===== src/rtl/nshq_pkg.sv =====
// ----------------------------------------------------------------------------
// nshq_pkg
// shared types and constants of the navigation sensor health qualifier
// ----------------------------------------------------------------------------
package nshq_pkg;

  localparam int LIM_W     = 24;
  localparam int QUAL_W    = 8;
  localparam int HACC_W    = 16;
  localparam int DT_W      = 16;
  localparam int RANGE_W   = 16;
  localparam int FIX_W     = 3;
  localparam int CFG_IDX_W = 3;
  localparam int CFG_DAT_W = 24;
  localparam int IN_DATA_W = 64;
  localparam int OUT_DATA_W = 24;

  localparam logic [RANGE_W-1:0] SONAR_LIMIT_MM = 16'd4500;
  localparam logic [FIX_W-1:0]   GPS_FIX_3D     = 3'd3;

  typedef enum logic [CFG_IDX_W-1:0] {
    REG_FLOW_ON       = 3'd0,
    REG_FLOW_OFF      = 3'd1,
    REG_SONAR_ON      = 3'd2,
    REG_SONAR_OFF     = 3'd3,
    REG_GPS_SWITCH    = 3'd4,
    REG_FLOW_QUAL_MIN = 3'd5,
    REG_HACC_ENTER    = 3'd6,
    REG_HACC_STAY     = 3'd7
  } cfg_idx_t;

  localparam logic [LIM_W-1:0]  RST_FLOW_ON    = 24'd3000000;
  localparam logic [LIM_W-1:0]  RST_FLOW_OFF   = 24'd1000000;
  localparam logic [LIM_W-1:0]  RST_SONAR_ON   = 24'd1000000;
  localparam logic [LIM_W-1:0]  RST_SONAR_OFF  = 24'd500000;
  localparam logic [LIM_W-1:0]  RST_GPS_SWITCH = 24'd3000000;
  localparam logic [QUAL_W-1:0] RST_QUAL_MIN   = 8'd171;
  localparam logic [HACC_W-1:0] RST_HACC_ENTER = 16'd350;
  localparam logic [HACC_W-1:0] RST_HACC_STAY  = 16'd700;

  typedef struct packed {
    logic [LIM_W-1:0]  flow_on_us;
    logic [LIM_W-1:0]  flow_off_us;
    logic [LIM_W-1:0]  sonar_on_us;
    logic [LIM_W-1:0]  sonar_off_us;
    logic [LIM_W-1:0]  gps_switch_us;
    logic [QUAL_W-1:0] flow_quality_min;
    logic [HACC_W-1:0] gps_hacc_enter_cm;
    logic [HACC_W-1:0] gps_hacc_stay_cm;
  } cfg_t;

  typedef struct packed {
    logic [DT_W-1:0]    dt_us;
    logic               sonar_valid;
    logic [RANGE_W-1:0] sonar_mm;
    logic [QUAL_W-1:0]  flow_quality;
    logic [FIX_W-1:0]   gps_fix;
    logic [HACC_W-1:0]  gps_hacc_cm;
  } in_item_t;

  typedef struct packed {
    logic flag_cur;
    logic flag_new;
    logic timer_zero;
  } hyst_stat_t;

endpackage


===== src/rtl/nav_sensor_health_qualifier_unit.sv =====
// ----------------------------------------------------------------------------
// nav_sensor_health_qualifier_unit
// qualifies gps, optical flow and sonar health per navigation tick
//
//   channel  dir  handshake              payload
//   in_      in   in_tvalid/in_tready    in_tdata, in_tuser
//   out_     out  out_tvalid/out_tready  out_tdata
//   cfg_     in   cfg_we                 cfg_addr, cfg_wdata
//
// one beat per cycle sustained while out_tready is high; an accepted beat goes
// from the input register through the flag logic into the output register
// health state updates as the input register hands over to the output
// synchronous active-low reset loads register defaults and clears all flags
// a stalled output register holds its beat while the input register still
// takes one more beat
// ----------------------------------------------------------------------------
module nav_sensor_health_qualifier_unit
  import nshq_pkg::*;
#(
  parameter int TIMER_BITS = 32
) (
  input  logic                  clk,
  input  logic                  rst_n,
  input  logic                  in_tvalid,
  output logic                  in_tready,
  // dt_us[15:0], sonar_mm[31:16], flow_quality[39:32], gps_fix[42:40],
  // gps_hacc_cm[58:43], zero fill
  input  logic [IN_DATA_W-1:0]  in_tdata,
  // sonar_valid
  input  logic                  in_tuser,
  output logic                  out_tvalid,
  input  logic                  out_tready,
  // gps_ok[0], flow_ok[1], sonar_ok[2], gps_usable[3], sonar_hold_mm[19:4],
  // cov_open_pulse[20], cov_fail_pulse[21], zero fill
  output logic [OUT_DATA_W-1:0] out_tdata,
  input  logic                  cfg_we,
  input  logic [CFG_IDX_W-1:0]  cfg_addr,
  input  logic [CFG_DAT_W-1:0]  cfg_wdata
);

  cfg_t       cfg;
  in_item_t   item_r;
  logic       s1_valid_r;
  logic       out_valid_r;
  logic [OUT_DATA_W-1:0] out_data_r;
  logic [OUT_DATA_W-1:0] out_data_nxt;
  logic [RANGE_W-1:0] hold_r;
  logic [RANGE_W-1:0] hold_nxt;
  logic       adv;
  logic       flow_usable;
  logic       sonar_now;
  logic       use_gps;
  logic       open_p;
  logic       fail_p;
  hyst_stat_t flow_st;
  hyst_stat_t sonar_st;
  hyst_stat_t gps_st;

  nshq_cfg_regs u_cfg (
    .clk       (clk),
    .rst_n     (rst_n),
    .cfg_we    (cfg_we),
    .cfg_addr  (cfg_addr),
    .cfg_wdata (cfg_wdata),
    .cfg       (cfg)
  );

  assign adv       = s1_valid_r && (!out_valid_r || out_tready);
  assign in_tready = !s1_valid_r || adv;

  always_ff @(posedge clk) begin
    if (!rst_n) begin
      s1_valid_r <= 1'b0;
    end else if (in_tready) begin
      s1_valid_r <= in_tvalid;
    end
  end

  always_ff @(posedge clk) begin
    if (in_tready && in_tvalid) begin
      item_r.dt_us        <= in_tdata[15:0];
      item_r.sonar_mm     <= in_tdata[31:16];
      item_r.flow_quality <= in_tdata[39:32];
      item_r.gps_fix      <= in_tdata[42:40];
      item_r.gps_hacc_cm  <= in_tdata[58:43];
      item_r.sonar_valid  <= in_tuser;
    end
  end

  always_comb begin
    flow_usable = item_r.sonar_valid && (item_r.flow_quality > cfg.flow_quality_min);
    sonar_now = item_r.sonar_valid && (item_r.sonar_mm != '0) &&
                (item_r.sonar_mm < SONAR_LIMIT_MM);
    use_gps   = ((item_r.gps_fix == GPS_FIX_3D) &&
                 (item_r.gps_hacc_cm < cfg.gps_hacc_enter_cm)) ||
                (gps_st.flag_cur && (item_r.gps_hacc_cm < cfg.gps_hacc_stay_cm));
    open_p    = !gps_st.flag_cur && use_gps && gps_st.timer_zero;
    fail_p    = gps_st.flag_cur && !gps_st.flag_new;
    hold_nxt  = sonar_now ? item_r.sonar_mm : hold_r;
    out_data_nxt = {2'b00, fail_p, open_p, hold_nxt, use_gps,
                    sonar_st.flag_new, flow_st.flag_new, gps_st.flag_new};
  end

  nshq_hyst #(.TIMER_BITS(TIMER_BITS)) u_flow (
    .clk     (clk),
    .rst_n   (rst_n),
    .step    (adv),
    .cond    (flow_usable),
    .dt_us   (item_r.dt_us),
    .on_lim  (cfg.flow_on_us),
    .off_lim (cfg.flow_off_us),
    .stat    (flow_st)
  );

  nshq_hyst #(.TIMER_BITS(TIMER_BITS)) u_sonar (
    .clk     (clk),
    .rst_n   (rst_n),
    .step    (adv),
    .cond    (sonar_now),
    .dt_us   (item_r.dt_us),
    .on_lim  (cfg.sonar_on_us),
    .off_lim (cfg.sonar_off_us),
    .stat    (sonar_st)
  );

  nshq_hyst #(.TIMER_BITS(TIMER_BITS)) u_gps (
    .clk     (clk),
    .rst_n   (rst_n),
    .step    (adv),
    .cond    (use_gps),
    .dt_us   (item_r.dt_us),
    .on_lim  (cfg.gps_switch_us),
    .off_lim (cfg.gps_switch_us),
    .stat    (gps_st)
  );

  always_ff @(posedge clk) begin
    if (!rst_n) begin
      hold_r      <= '0;
      out_valid_r <= 1'b0;
    end else begin
      if (adv) begin
        hold_r <= hold_nxt;
      end
      if (adv) begin
        out_valid_r <= 1'b1;
      end else if (out_tready) begin
        out_valid_r <= 1'b0;
      end
    end
  end

  always_ff @(posedge clk) begin
    if (adv) begin
      out_data_r <= out_data_nxt;
    end
  end

  assign out_tvalid = out_valid_r;
  assign out_tdata  = out_data_r;

  a_pulse_excl: assert property (@(posedge clk) disable iff (!rst_n)
    out_valid_r |-> !(out_data_r[20] && out_data_r[21]))
    else $error("open and fail pulses in one beat");

  a_open_usable: assert property (@(posedge clk) disable iff (!rst_n)
    (out_valid_r && out_data_r[20]) |-> out_data_r[3])
    else $error("open pulse without usable gps");

  a_fail_down: assert property (@(posedge clk) disable iff (!rst_n)
    (out_valid_r && out_data_r[21]) |-> (!out_data_r[0] && !out_data_r[3]))
    else $error("fail pulse while gps healthy or usable");

  a_ready_busy: assert property (@(posedge clk) disable iff (!rst_n)
    !in_tready |-> (s1_valid_r && out_valid_r && !out_tready))
    else $error("input stalled without a full pipe");

endmodule


===== src/rtl/nshq_cfg_regs.sv =====
// ----------------------------------------------------------------------------
// nshq_cfg_regs
// configuration register file, write only, one register per index
// ----------------------------------------------------------------------------
module nshq_cfg_regs
  import nshq_pkg::*;
(
  input  logic                 clk,
  input  logic                 rst_n,
  input  logic                 cfg_we,
  input  logic [CFG_IDX_W-1:0] cfg_addr,
  input  logic [CFG_DAT_W-1:0] cfg_wdata,
  output cfg_t                 cfg
);

  cfg_t cfg_r;
  cfg_t cfg_nxt;

  always_comb begin
    cfg_nxt = cfg_r;
    if (cfg_we) begin
      case (cfg_idx_t'(cfg_addr))
        REG_FLOW_ON:       cfg_nxt.flow_on_us        = cfg_wdata;
        REG_FLOW_OFF:      cfg_nxt.flow_off_us       = cfg_wdata;
        REG_SONAR_ON:      cfg_nxt.sonar_on_us       = cfg_wdata;
        REG_SONAR_OFF:     cfg_nxt.sonar_off_us      = cfg_wdata;
        REG_GPS_SWITCH:    cfg_nxt.gps_switch_us     = cfg_wdata;
        REG_FLOW_QUAL_MIN: cfg_nxt.flow_quality_min  = cfg_wdata[QUAL_W-1:0];
        REG_HACC_ENTER:    cfg_nxt.gps_hacc_enter_cm = cfg_wdata[HACC_W-1:0];
        REG_HACC_STAY:     cfg_nxt.gps_hacc_stay_cm  = cfg_wdata[HACC_W-1:0];
        default:           cfg_nxt = cfg_r;
      endcase
    end
  end

  always_ff @(posedge clk) begin
    if (!rst_n) begin
      cfg_r.flow_on_us        <= RST_FLOW_ON;
      cfg_r.flow_off_us       <= RST_FLOW_OFF;
      cfg_r.sonar_on_us       <= RST_SONAR_ON;
      cfg_r.sonar_off_us      <= RST_SONAR_OFF;
      cfg_r.gps_switch_us     <= RST_GPS_SWITCH;
      cfg_r.flow_quality_min  <= RST_QUAL_MIN;
      cfg_r.gps_hacc_enter_cm <= RST_HACC_ENTER;
      cfg_r.gps_hacc_stay_cm  <= RST_HACC_STAY;
    end else begin
      cfg_r <= cfg_nxt;
    end
  end

  assign cfg = cfg_r;

endmodule


===== src/rtl/nshq_hyst.sv =====
// ----------------------------------------------------------------------------
// nshq_hyst
// health flag with time hysteresis and a saturating disagreement timer
// ----------------------------------------------------------------------------
module nshq_hyst
  import nshq_pkg::*;
#(
  parameter int TIMER_BITS = 32
) (
  input  logic             clk,
  input  logic             rst_n,
  input  logic             step,
  input  logic             cond,
  input  logic [DT_W-1:0]  dt_us,
  input  logic [LIM_W-1:0] on_lim,
  input  logic [LIM_W-1:0] off_lim,
  output hyst_stat_t       stat
);

  logic                  flag_r;
  logic                  flag_nxt;
  logic [TIMER_BITS-1:0] timer_r;
  logic [TIMER_BITS-1:0] timer_nxt;
  logic [TIMER_BITS:0]   sum;
  logic [TIMER_BITS-1:0] sat;
  logic [TIMER_BITS-1:0] lim;
  logic                  disagree;
  logic                  trip;

  always_comb begin
    disagree  = flag_r ^ cond;
    sum       = (TIMER_BITS+1)'(timer_r) + (TIMER_BITS+1)'(dt_us);
    sat       = sum[TIMER_BITS] ? {TIMER_BITS{1'b1}} : sum[TIMER_BITS-1:0];
    lim       = flag_r ? TIMER_BITS'(off_lim) : TIMER_BITS'(on_lim);
    trip      = sat > lim;
    flag_nxt  = (disagree && trip) ? !flag_r : flag_r;
    timer_nxt = (disagree && !trip) ? sat : '0;
  end

  always_ff @(posedge clk) begin
    if (!rst_n) begin
      flag_r  <= 1'b0;
      timer_r <= '0;
    end else if (step) begin
      flag_r  <= flag_nxt;
      timer_r <= timer_nxt;
    end
  end

  assign stat.flag_cur   = flag_r;
  assign stat.flag_new   = flag_nxt;
  assign stat.timer_zero = (timer_r == '0);

endmodule


===== config.mk =====
export PLATFORM = sky130hd
export DESIGN_NAME = nav_sensor_health_qualifier_unit
export DESIGN_NICKNAME = d
export VERILOG_FILES = /design/src/rtl/nshq_pkg.sv /design/src/rtl/nav_sensor_health_qualifier_unit.sv /design/src/rtl/nshq_cfg_regs.sv /design/src/rtl/nshq_hyst.sv
export SDC_FILE = /design/constraint.sdc
export NUM_CORES = 1
export LEC_CHECK = 0
export BUFFER_PORTS_ARGS = -buffer_cell sky130_fd_sc_hd__buf_2
export CAP_MARGIN = 20
export CORE_UTILIZATION = 60
export CTS_BUF_LIST = sky130_fd_sc_hd__clkbuf_8
export DETAILED_ROUTE_END_ITERATION = 16
export PLACE_DENSITY = 0.79
export SLEW_MARGIN = 20
export SYNTH_ARGS = -nofsm -noshare
export SYNTH_HDL_FRONTEND = slang
export SYNTH_SLANG_ARGS = --single-unit
export TNS_END_PERCENT = 20

===== constraint.sdc =====
create_clock -name clk -period 11.5 [get_ports clk]
set_input_delay 1.15 -clock clk [delete_from_list [all_inputs] [get_ports clk]]
set_output_delay 1.15 -clock clk [all_outputs]
set_load 0.03 [all_outputs]

==> flow_metrics.env, run 1 <==
export IMPL_powerDensity_nw_per_um2=126.7
export IMPL_grt_pass1_wl_mm=77.85
export IMPL_m1WireLength_mm=21.34
export IMPL_p_int_uw=1962
export IMPL_drcViolationCount=3
export IMPL_rsz0062_at_grt="no"
export IMPL_cts_resized=0
export IMPL_die_x_um=179.7
export IMPL_finalHoldViolCount=0
export IMPL_cap_violations=0
export IMPL_synth_edf_count=82
export IMPL_antenna_found_initial=1
export IMPL_layout_filler_cells=2452
export IMPL_worst_clock_skew_ns=0.03333
export IMPL_layout_setup_ws_ns=5.002
export IMPL_syn2layout_area_growth_pct=10.22
export IMPL_tightest_slew_ns=1.076
export IMPL_relSlewSlack_pct=28.10
export IMPL_ant_nets=0
export IMPL_crit_fanout=23
export IMPL_fp_dieH_um=179.7
export IMPL_p_leak_uw=0.008937
export IMPL_vias=16203
export IMPL_arrival_ns=7.06
export IMPL_path_cells="ha_1 -> fa_1 -> a21oi_1 -> o22ai_1 -> o211ai_1 -> o21ai_1 -> nand2_1 -> o21ai_0 -> ha_1 -> nor4_1 -> nand2_1 -> o221ai_1 -> o211ai_1 -> o21ai_0 -> o221ai_1 -> a221oi_4 -> and2_1 -> a22o_1"
export IMPL_cts_buffers=57
export IMPL_rows=64
export IMPL_finalSetupViolations=0
export IMPL_wire_per_inst_um=17.96
export IMPL_fin_setup_tns_ns=0
export IMPL_clock_latency_ns=0.64
export IMPL_die_area_um2=32310
export IMPL_synth_seq_cells=359
export IMPL_path_class="reg2reg"
export IMPL_dpl_cell_area_um2=19760
export IMPL_yosysTopAreaCell="dfxtp_1"
export IMPL_pwr_share_seq_pct=50.8
export IMPL_grt_pass1_vias=15260
export IMPL_clock_path_buffers=3
export IMPL_p_sw_share_pct=25.88
export IMPL_drv_slew=0
export IMPL_stdcell_area_um2=20890
export IMPL_status="complete, but fails checks"
export IMPL_dr_wl_met3_mm=3.642
export IMPL_cp_slowest_cell="and2_1"
export IMPL_grt_use_total_pct=30.01
export IMPL_fin_crit_sh_pct=56.51
export IMPL_wl_mm=49.08
export IMPL_async_flop_share_pct=0
export IMPL_synth_cells=2200
export IMPL_post_place_ws_ns=5.227
export IMPL_dr_first_iter_drc_count=1319
export IMPL_holdCritPathClass="reg2reg"
export IMPL_fin_nets=2550
export IMPL_drive_above_1_share_pct=10.57
export IMPL_clock_power_share_pct=40.4
export IMPL_grt_max_degree=109
export IMPL_peakVddDrop_uv=110.4
export IMPL_htree_levels=2
export IMPL_crit_path_start_kind="flop"
export IMPL_clkTransAtPathRegs_ns=0.06
export IMPL_tritoncts="done"
export IMPL_diodes=0
export IMPL_gp_congestion=0.9283
export IMPL_yosysWarnings=0
export IMPL_start_util_pct=61.49
export IMPL_wl_met2_mm=22.42
export IMPL_violations="design-rule violations"
export IMPL_cts_setup_buffers=0
export IMPL_required_ns=12.06
export IMPL_synth_top_area_share_pct=29.25
export IMPL_period_minus_slack_ns=6.498
export IMPL_top_layer="met5"
export IMPL_ys_seq_area_share_pct=42.24
export IMPL_portBuffers=115
export IMPL_overflow=0
export IMPL_synth_area_um2=18960
export IMPL_vias_per_cell=5.931
export IMPL_ys_types=76
export IMPL_cp_end_kind="flop"
export IMPL_core_um2=30830
export IMPL_slowest_delay_ns=0.82
export IMPL_dpl_hpwl_mm=34.68
export IMPL_comb_power_share_pct=8.8
export IMPL_power_switching_uw=684.9
export IMPL_cts_sinks=359
export IMPL_dr_pass1_iters=11
export IMPL_max_freq_mhz=153.9
export IMPL_syn_area_per_cell_um2=8.616
export IMPL_cts_hold_buf=0
export IMPL_io_pin_count=123
export IMPL_synthTopCellsByArea="dfxtp_1, edfxtp_1, ha_1, nand2_1, a21oi_1"
export IMPL_cts_root_buffer="clkbuf_8"
export IMPL_synth_ff_type="dfxtp_1"
[flip-flops by register name (all words and copies together) (netlist names), 16 cells and up]
name             count
u_gps.timer_r       32
item_r              60
u_cfg.cfg          160
out_tdata           22
hold_r              16
u_sonar.timer_r     32
u_flow.timer_r      32
[synthesized netlist by cell type (17+ instances only)]
library cell  number
nand2_1          449
nor3_1            24
a21o_1            33
nand3_1           64
xnor2_1           28
ha_1             159
nor2_1           109
a21oi_1          208
a22o_1            24
o21ai_0           58
clkbuf_1          83
inv_1            132
dfxtp_1          277
and3_1            36
nand4_1           35
o21ai_1           55
mux2i_1           51
edfxtp_1          82
and2_1            22
o211ai_1          37
mux2_2            17
xor2_1            31
[placed cells by master, fill, tap and decap left out, types with 64 or more instances in the layout]
master	instances
nand2_1	449
dfxtp_1	277
a21oi_1	207
ha_1	159
inv_1	158
buf_2	115
nor2_1	107
edfxtp_1	82
clkbuf_8	68
nand3_1	64
[final timing paths]
kind	from	end	slack (ns)	depth (start not counted)
setup reg to reg	item_r[44]	u_gps.timer_r[17]	5.00	18
hold / removal	hold_r[15]	hold_r[15]	0.45	2
setup / recovery	item_r[44]	u_gps.timer_r[17]	5.00	18
hold reg to reg	hold_r[15]	hold_r[15]	0.45	2
[metal layers]
metal	track usage [%]	up-vias
met5	0	-
met4	11.31	2
met3	4.903	117
met2	48.90	603
met1	40.10	7568
li1	-	7913
[per-stage QoR]
| stage | hold WS (ns) | utilization, % | std cells | total power, uW |
|---|---|---|---|---|
| floorplan | 0.4246 | - | 2201 | 1515 |
| global placement | 0.4332 | 64.02 | 2626 | 1590 |
| detailed placement | 0.4434 | 64.09 | 2628 | 1600 |
| CTS | 0.4521 | 67.75 | 2732 | 2660 |
| global route | 0.4672 | 67.77 | 2732 | 2745 |
| finish | 0.4508 | 67.77 | 2732 | 2647 |
[power by group through the flow]
stage / clock network [uW] / logic [uW] / registers [uW]
after floorplan: 0 / 147 / 1370
after global placement: 0 / 220 / 1370
after detailed placement: 0 / 229 / 1370
after CTS: 1090 / 231 / 1340
after global routing: 1140 / 259 / 1350
final: 1070 / 234 / 1340
[worst max-delay path: cells and delay by family (launching register included)]
family / cells / cell delay (ns)
adders and majority gates: 3 / 1.09
AOI/OAI and AO/OA: 11 / 3.00
DFF: 1 / 0.52
and+or+nand+nor: 4 / 1.82
[cells by family (layout without fill, tap and decap cells)]
group | Yosys count | after routing | share of synthesized area (%)
DFF | 359 | 359 | 42.24
buffers and inverters | 234 | 369 | 4.944
other | 1 | 2 | 0.01978
and+or+nand+nor | 808 | 808 | 19.00
muxes | 70 | 70 | 3.822
xor gates and xnor gates | 59 | 59 | 2.726
adders and majority gates | 162 | 162 | 10.81
AOI/OAI and AO/OA | 507 | 507 | 16.44
[layout make-up]
cell class	instances	area [um2]	share of cell area [%]
clock inverter	36	191.4	0.9162
tap	396	495.5	2.371
timing repair buffer	131	706.9	3.383
multi-input combinational	1608	10050	48.11
clock buffer	68	935.9	4.479
inverter	134	504.2	2.413
sequential	359	8008	38.33
Power figures use the tool's default switching activity.
==> inputs of run 2 (changes only) <==
- CORE_UTILIZATION: 60 -> 57
- clock period: 11.5 -> 5.3 ns (I/O delays scaled with it)
==> flow_metrics.env, run 2 (synthesis gave the netlist of run 1 again) <==
export IMPL_cts_sinks=359
export IMPL_holdCritPathClass="in2reg"
export IMPL_wire_per_inst_um=18.11
export IMPL_fin_setup_tns_ns=0
export IMPL_powerDensity_nw_per_um2=270.8
export IMPL_worstHoldPathCells=1
export IMPL_syn2layout_area_growth_pct=13.47
export IMPL_peakVddDrop_uv=229.3
export IMPL_period_minus_slack_ns=5.083
export IMPL_start_util_pct=58.11
export IMPL_clock_latency_ns=0.64
export IMPL_finalSetupViolations=0
export IMPL_fin_crit_sh_pct=95.91
export IMPL_portBuffers=115
export IMPL_cts_hold_buf=0
export IMPL_core_um2=32620
export IMPL_clkTransAtPathRegs_ns=0.06
export IMPL_drcViolationCount=0
export IMPL_post_place_ws_ns=0.1059
export IMPL_reg2reg_from="item_r[45]"
export IMPL_drv_slew=0
export IMPL_cap_violations=0
export IMPL_comb_power_share_pct=9.3
export IMPL_post_route_util_pct=65.94
export IMPL_layout_cells_most_common_list="nand2_1, dfxtp_1, a21oi_1"
export IMPL_r2r_end="out_tdata[0]"
export IMPL_finalHoldViolCount=0
export IMPL_p_int_uw=4314
export IMPL_rsz0062_at_grt="yes"
export IMPL_dr_pass1_iters=6
export IMPL_diodes=0
export IMPL_die_area_um2=33990
export IMPL_vias_per_cell=5.838
export IMPL_worst_clock_skew_ns=0.03445
export IMPL_relSlewSlack_pct=28.50
export IMPL_dpl_hpwl_mm=36.23
export IMPL_htree_levels=2
export IMPL_status="finished clean"
export IMPL_vias=16527
export IMPL_io_pin_count=123
export IMPL_die_x_um=184.4
export IMPL_cp_end_kind="flop"
export IMPL_reg2regPathDepth=19
export IMPL_fin_nets=2599
export IMPL_cts_root_buffer="clkbuf_8"
export IMPL_power_switching_uw=1511
export IMPL_worstSetupEndpoint="out_tdata[0]"
export IMPL_final_common_cell="nand2_1"
export IMPL_pwr_share_seq_pct=49.9
export IMPL_ant_nets=0
export IMPL_reg2reg_slack_ns=0.22
export IMPL_p_leak_uw=0.009219
export IMPL_layout_filler_cells=2645
export IMPL_overflow=0
export IMPL_grt_pass1_wl_mm=80.85
export IMPL_required_ns=5.68
export IMPL_grt_pass1_vias=15649
export IMPL_p_sw_share_pct=25.94
export IMPL_p_total_uw=5825
export IMPL_largest_reg_flops=160
export IMPL_fp_dieH_um=184.4
export IMPL_clock_power_share_pct=40.8
export IMPL_tightest_slew_ns=1.069
export IMPL_path_class="reg2reg"
export IMPL_rows=66
export IMPL_arrival_ns=5.47
export IMPL_max_freq_mhz=196.7
export IMPL_antenna_found_initial=1
export IMPL_cts_buffers=59
export IMPL_clock_path_buffers=3
export IMPL_crit_start="item_r[45]"
export IMPL_tritoncts="done"
export IMPL_gp_congestion=0.9101
export IMPL_dr_first_iter_drc_count=1330
export IMPL_crit_fanout=10
export IMPL_grt_max_degree=85
export IMPL_layout_setup_ws_ns=0.2168
export IMPL_grt_use_total_pct=30.29
export IMPL_drive_above_1_share_pct=13.10
export IMPL_wl_mm=51.28
export IMPL_crit_path_start_kind="flop"
## run 2: cell count changes in the layout (fill, tap and decap cells not counted), moves of 2 or more
cell / delta
buf_4: +44
ha_1: -6
ha_4: +5
o21ai_0: -2
buf_6: -2
inv_1: +2
buf_12: +4
nor2_1: -3
clkbuf_8: +6
nor2_2: +2
## run 2: cell type report
| class | count | area, um2 | share of cell area (%) |
|---|---|---|---|
| clock buffer | 74 | 1018 | 4.735 |
| clock inverter | 36 | 158.9 | 0.7388 |
| inverter | 134 | 504.2 | 2.344 |
| multi-input combinational | 1608 | 10150 | 47.18 |
| sequential | 359 | 8008 | 37.23 |
| tap | 442 | 553.0 | 2.571 |
| timing repair buffer | 178 | 1120 | 5.206 |
## run 2: worst min path at each step
stage            endpoint  slack, ns          from
4_1_cts         item_r[0]       0.03  in_tdata[43]
5_1_grt         item_r[2]       0.04  in_tdata[45]
3_3_place_gp   hold_r[15]       0.44    hold_r[15]
6_report        item_r[0]       0.06  in_tdata[43]
3_5_place_dp   hold_r[13]       0.44    hold_r[13]
2_1_floorplan  hold_r[13]       0.42    hold_r[13]
## run 2: power groups by stage
stage	combinational [uW]	sequential (uW)	clock [uW]
CTS	521	2910	2400
floorplan	318	2970	0
finish	539	2910	2380
global placement	501	2970	0
global route	593	2910	2530
detailed placement	517	2970	0
## run 2: per-stage QoR
step / hold WS, ns / instances / instance area, um2
2_1_floorplan: 0.4246 / 2201 / 18960
4_1_cts: 0.02851 / 2813 / 21230
3_3_place_gp: 0.4361 / 2703 / 20050
6_report: 0.05880 / 2831 / 21510
5_1_grt: 0.03785 / 2831 / 21510
3_5_place_dp: 0.4389 / 2703 / 20050
## run 2: what timing repair did
item,in CTS,in global routing
gates resized for setup,0,25
buffers inserted,0,17
setup endpoints to repair,0,70
## run 2: routing by layer
| metal | part of all wire, % | wire length (um) | GRT usage, % | up-vias |
|---|---|---|---|---|
| met5 | 0.016 | 8 | 0 | - |
| met4 | 3.6 | 1863 | 12.87 | 2 |
| met3 | 7.9 | 4047 | 5.947 | 126 |
| met2 | 45 | 23120 | 48.59 | 642 |
| met1 | 43 | 22240 | 39.72 | 7757 |
| li1 | - | - | - | 8000 |
## run 2: worst max-delay path, cell delays in order (launching register included)
cell	delay (ns)
edfxtp_1	0.45
buf_4	0.17
ha_1	0.32
a211oi_2	0.19
nor2_1	0.10
o31a_1	0.29
a21o_2	0.25
a221o_1	0.48
nand4_1	0.17
xor2_1	0.15
nand2_1	0.10
ha_1	0.31
nand4_1	0.15
nor4_1	0.43
nand2_1	0.12
o21ai_1	0.16
o221ai_1	0.20
a221oi_4	0.31
buf_4	0.20
mux2_1	0.31
==> inputs of run 3 (changes only) <==
- RECOVER_POWER: default -> 25
==> flow_metrics.env, run 3 (synthesis gave the netlist of run 1 again) <==
export IMPL_max_freq_mhz=196.3
export IMPL_cts_root_buffer="clkbuf_8"
export IMPL_final_common_cell="nand2_1"
export IMPL_wire_per_inst_um=18.08
export IMPL_r2r_end="out_tdata[0]"
export IMPL_dr_first_iter_drc_count=1419
export IMPL_vias_per_cell=5.826
export IMPL_drcViolationCount=0
export IMPL_status="complete, but fails checks"
export IMPL_grt_use_total_pct=30.29
export IMPL_wl_mm=51.17
export IMPL_layout_setup_ws_ns=0.2055
export IMPL_core_um2=32620
export IMPL_drv_slew=32
export IMPL_worstSetupEndpoint="out_tdata[0]"
export IMPL_p_leak_uw=0.009201
export IMPL_die_area_um2=33990
export IMPL_antenna_found_initial=1
export IMPL_diodes=0
export IMPL_start_util_pct=58.11
export IMPL_crit_start="item_r[45]"
export IMPL_cp_end_kind="flop"
export IMPL_relSlewSlack_pct=-10.87
export IMPL_cts_buffers=59
export IMPL_p_sw_share_pct=25.92
export IMPL_dp_cells=2703
export IMPL_comb_power_share_pct=9.3
export IMPL_overflow=0
export IMPL_power_switching_uw=1509
export IMPL_layout_filler_cells=2651
export IMPL_fin_nets=2599
export IMPL_layout_cells_most_common_list="nand2_1, dfxtp_1, a21oi_1"
export IMPL_htree_levels=2
export IMPL_seq_area_um2=8008
export IMPL_portBuffers=115
export IMPL_slowest_delay_ns=0.48
export IMPL_arrival_ns=5.48
export IMPL_tritoncts="done"
export IMPL_p_total_uw=5823
export IMPL_required_ns=5.68
export IMPL_powerDensity_nw_per_um2=270.8
export IMPL_fin_setup_tns_ns=0
export IMPL_syn2layout_area_growth_pct=13.41
export IMPL_tightest_slew_ns=1.663
export IMPL_holdCritPathClass="in2reg"
export IMPL_die_x_um=184.4
export IMPL_multi_input_area_um2=10150
export IMPL_rsz0062_at_grt="yes"
export IMPL_drive_above_1_share_pct=12.81
export IMPL_path_cells="buf_4 -> ha_1 -> a211oi_2 -> nor2_1 -> o31a_1 -> a21o_2 -> a221o_1 -> nand4_1 -> xor2_1 -> nand2_1 -> ha_1 -> nand4_1 -> nor4_1 -> nand2_1 -> o21ai_1 -> o221ai_1 -> a221oi_4 -> buf_4 -> mux2_1"
export IMPL_p_int_uw=4314
export IMPL_clock_latency_ns=0.64
export IMPL_clock_power_share_pct=40.8
export IMPL_post_route_util_pct=65.91
export IMPL_period_minus_slack_ns=5.095
export IMPL_rows=66
export IMPL_fp_dieH_um=184.4
export IMPL_grt_max_degree=85
export IMPL_dr_pass1_iters=5
export IMPL_clock_path_buffers=3
export IMPL_post_place_ws_ns=0.1059
export IMPL_clkTransAtPathRegs_ns=0.06
export IMPL_grt_pass1_wl_mm=80.85
export IMPL_final_cells=2831
export IMPL_finalHoldViolCount=0
export IMPL_largest_reg_flops=160
export IMPL_finalSetupViolations=0
export IMPL_vias=16494
export IMPL_io_pin_count=123
export IMPL_violations="max-capacitance violations, max-slew violations"
export IMPL_crit_fanout=10
export IMPL_path_class="reg2reg"
export IMPL_cp_slowest_cell="a221o_1"
export IMPL_ant_nets=0
export IMPL_grt_pass1_vias=15649
export IMPL_dpl_hpwl_mm=36.23
export IMPL_cts_sinks=359
export IMPL_gp_congestion=0.9101
export IMPL_reg2reg_from="item_r[45]"
export IMPL_cap_violations=1
export IMPL_reg2regPathDepth=19
export IMPL_pwr_share_seq_pct=50.0
export IMPL_fin_crit_sh_pct=96.12
export IMPL_reg2reg_slack_ns=0.21
export IMPL_peakVddDrop_uv=230.6
export IMPL_crit_path_start_kind="flop"
export IMPL_worst_clock_skew_ns=0.03718
## run 3: stage by stage
stage | instance area [um2] | hold WS, ns
2_1_floorplan | 18960 | 0.4246
5_1_grt | 21500 | 0.03785
3_3_place_gp | 20050 | 0.4361
6_report | 21500 | 0.05849
3_5_place_dp | 20050 | 0.4389
4_1_cts | 21230 | 0.02851
## run 3: timing repair
action | CTS | global route
setup endpoints to repair | 0 | 70
resized for setup | 0 | 25
hold buffers | 0 | 0
buffers inserted | 0 | 17
## run 3: per-layer routing
layer	wire, um	track usage, %	up-vias
met5	8	0	-
met4	1889	12.87	2
li1	-	-	8002
met1	22290	39.72	7754
met2	23110	48.59	615
met3	3873	5.947	121
## run 3: worst min-delay path by stage
stage / startpoint / to / cells after the start
5_1_grt: in_tdata[45] / item_r[2] / 1
2_1_floorplan: hold_r[13] / hold_r[13] / 2
3_3_place_gp: hold_r[15] / hold_r[15] / 2
6_report: in_tdata[43] / item_r[0] / 1
4_1_cts: in_tdata[43] / item_r[0] / 1
3_5_place_dp: hold_r[13] / hold_r[13] / 2
## run 3: cell type report
cell class                 count  area share (%)
tap                          442           2.572
inverter                     134           2.345
multi-input combinational   1608           47.19
sequential                   359           37.25
clock inverter                36          0.7391
clock buffer                  74           4.738
timing repair buffer         178           5.162
## run 3: worst max-delay path, delay by kind of cell (launching register included)
kind	cells	cell delay (ns)
xor+xnor	1	0.15
flops	1	0.45
buf+inv	2	0.37
simple gates	6	1.07
mux	1	0.32
fa+ha+maj	2	0.63
compound gates	7	1.87
## run 3: power groups by stage
stage / clock (uW) / sequential (uW) / combinational (uW)
finish: 2370 / 2910 / 539
global route: 2530 / 2910 / 592
CTS: 2400 / 2910 / 521
detailed placement: 0 / 2970 / 517
global placement: 0 / 2970 / 501
floorplan: 0 / 2970 / 318
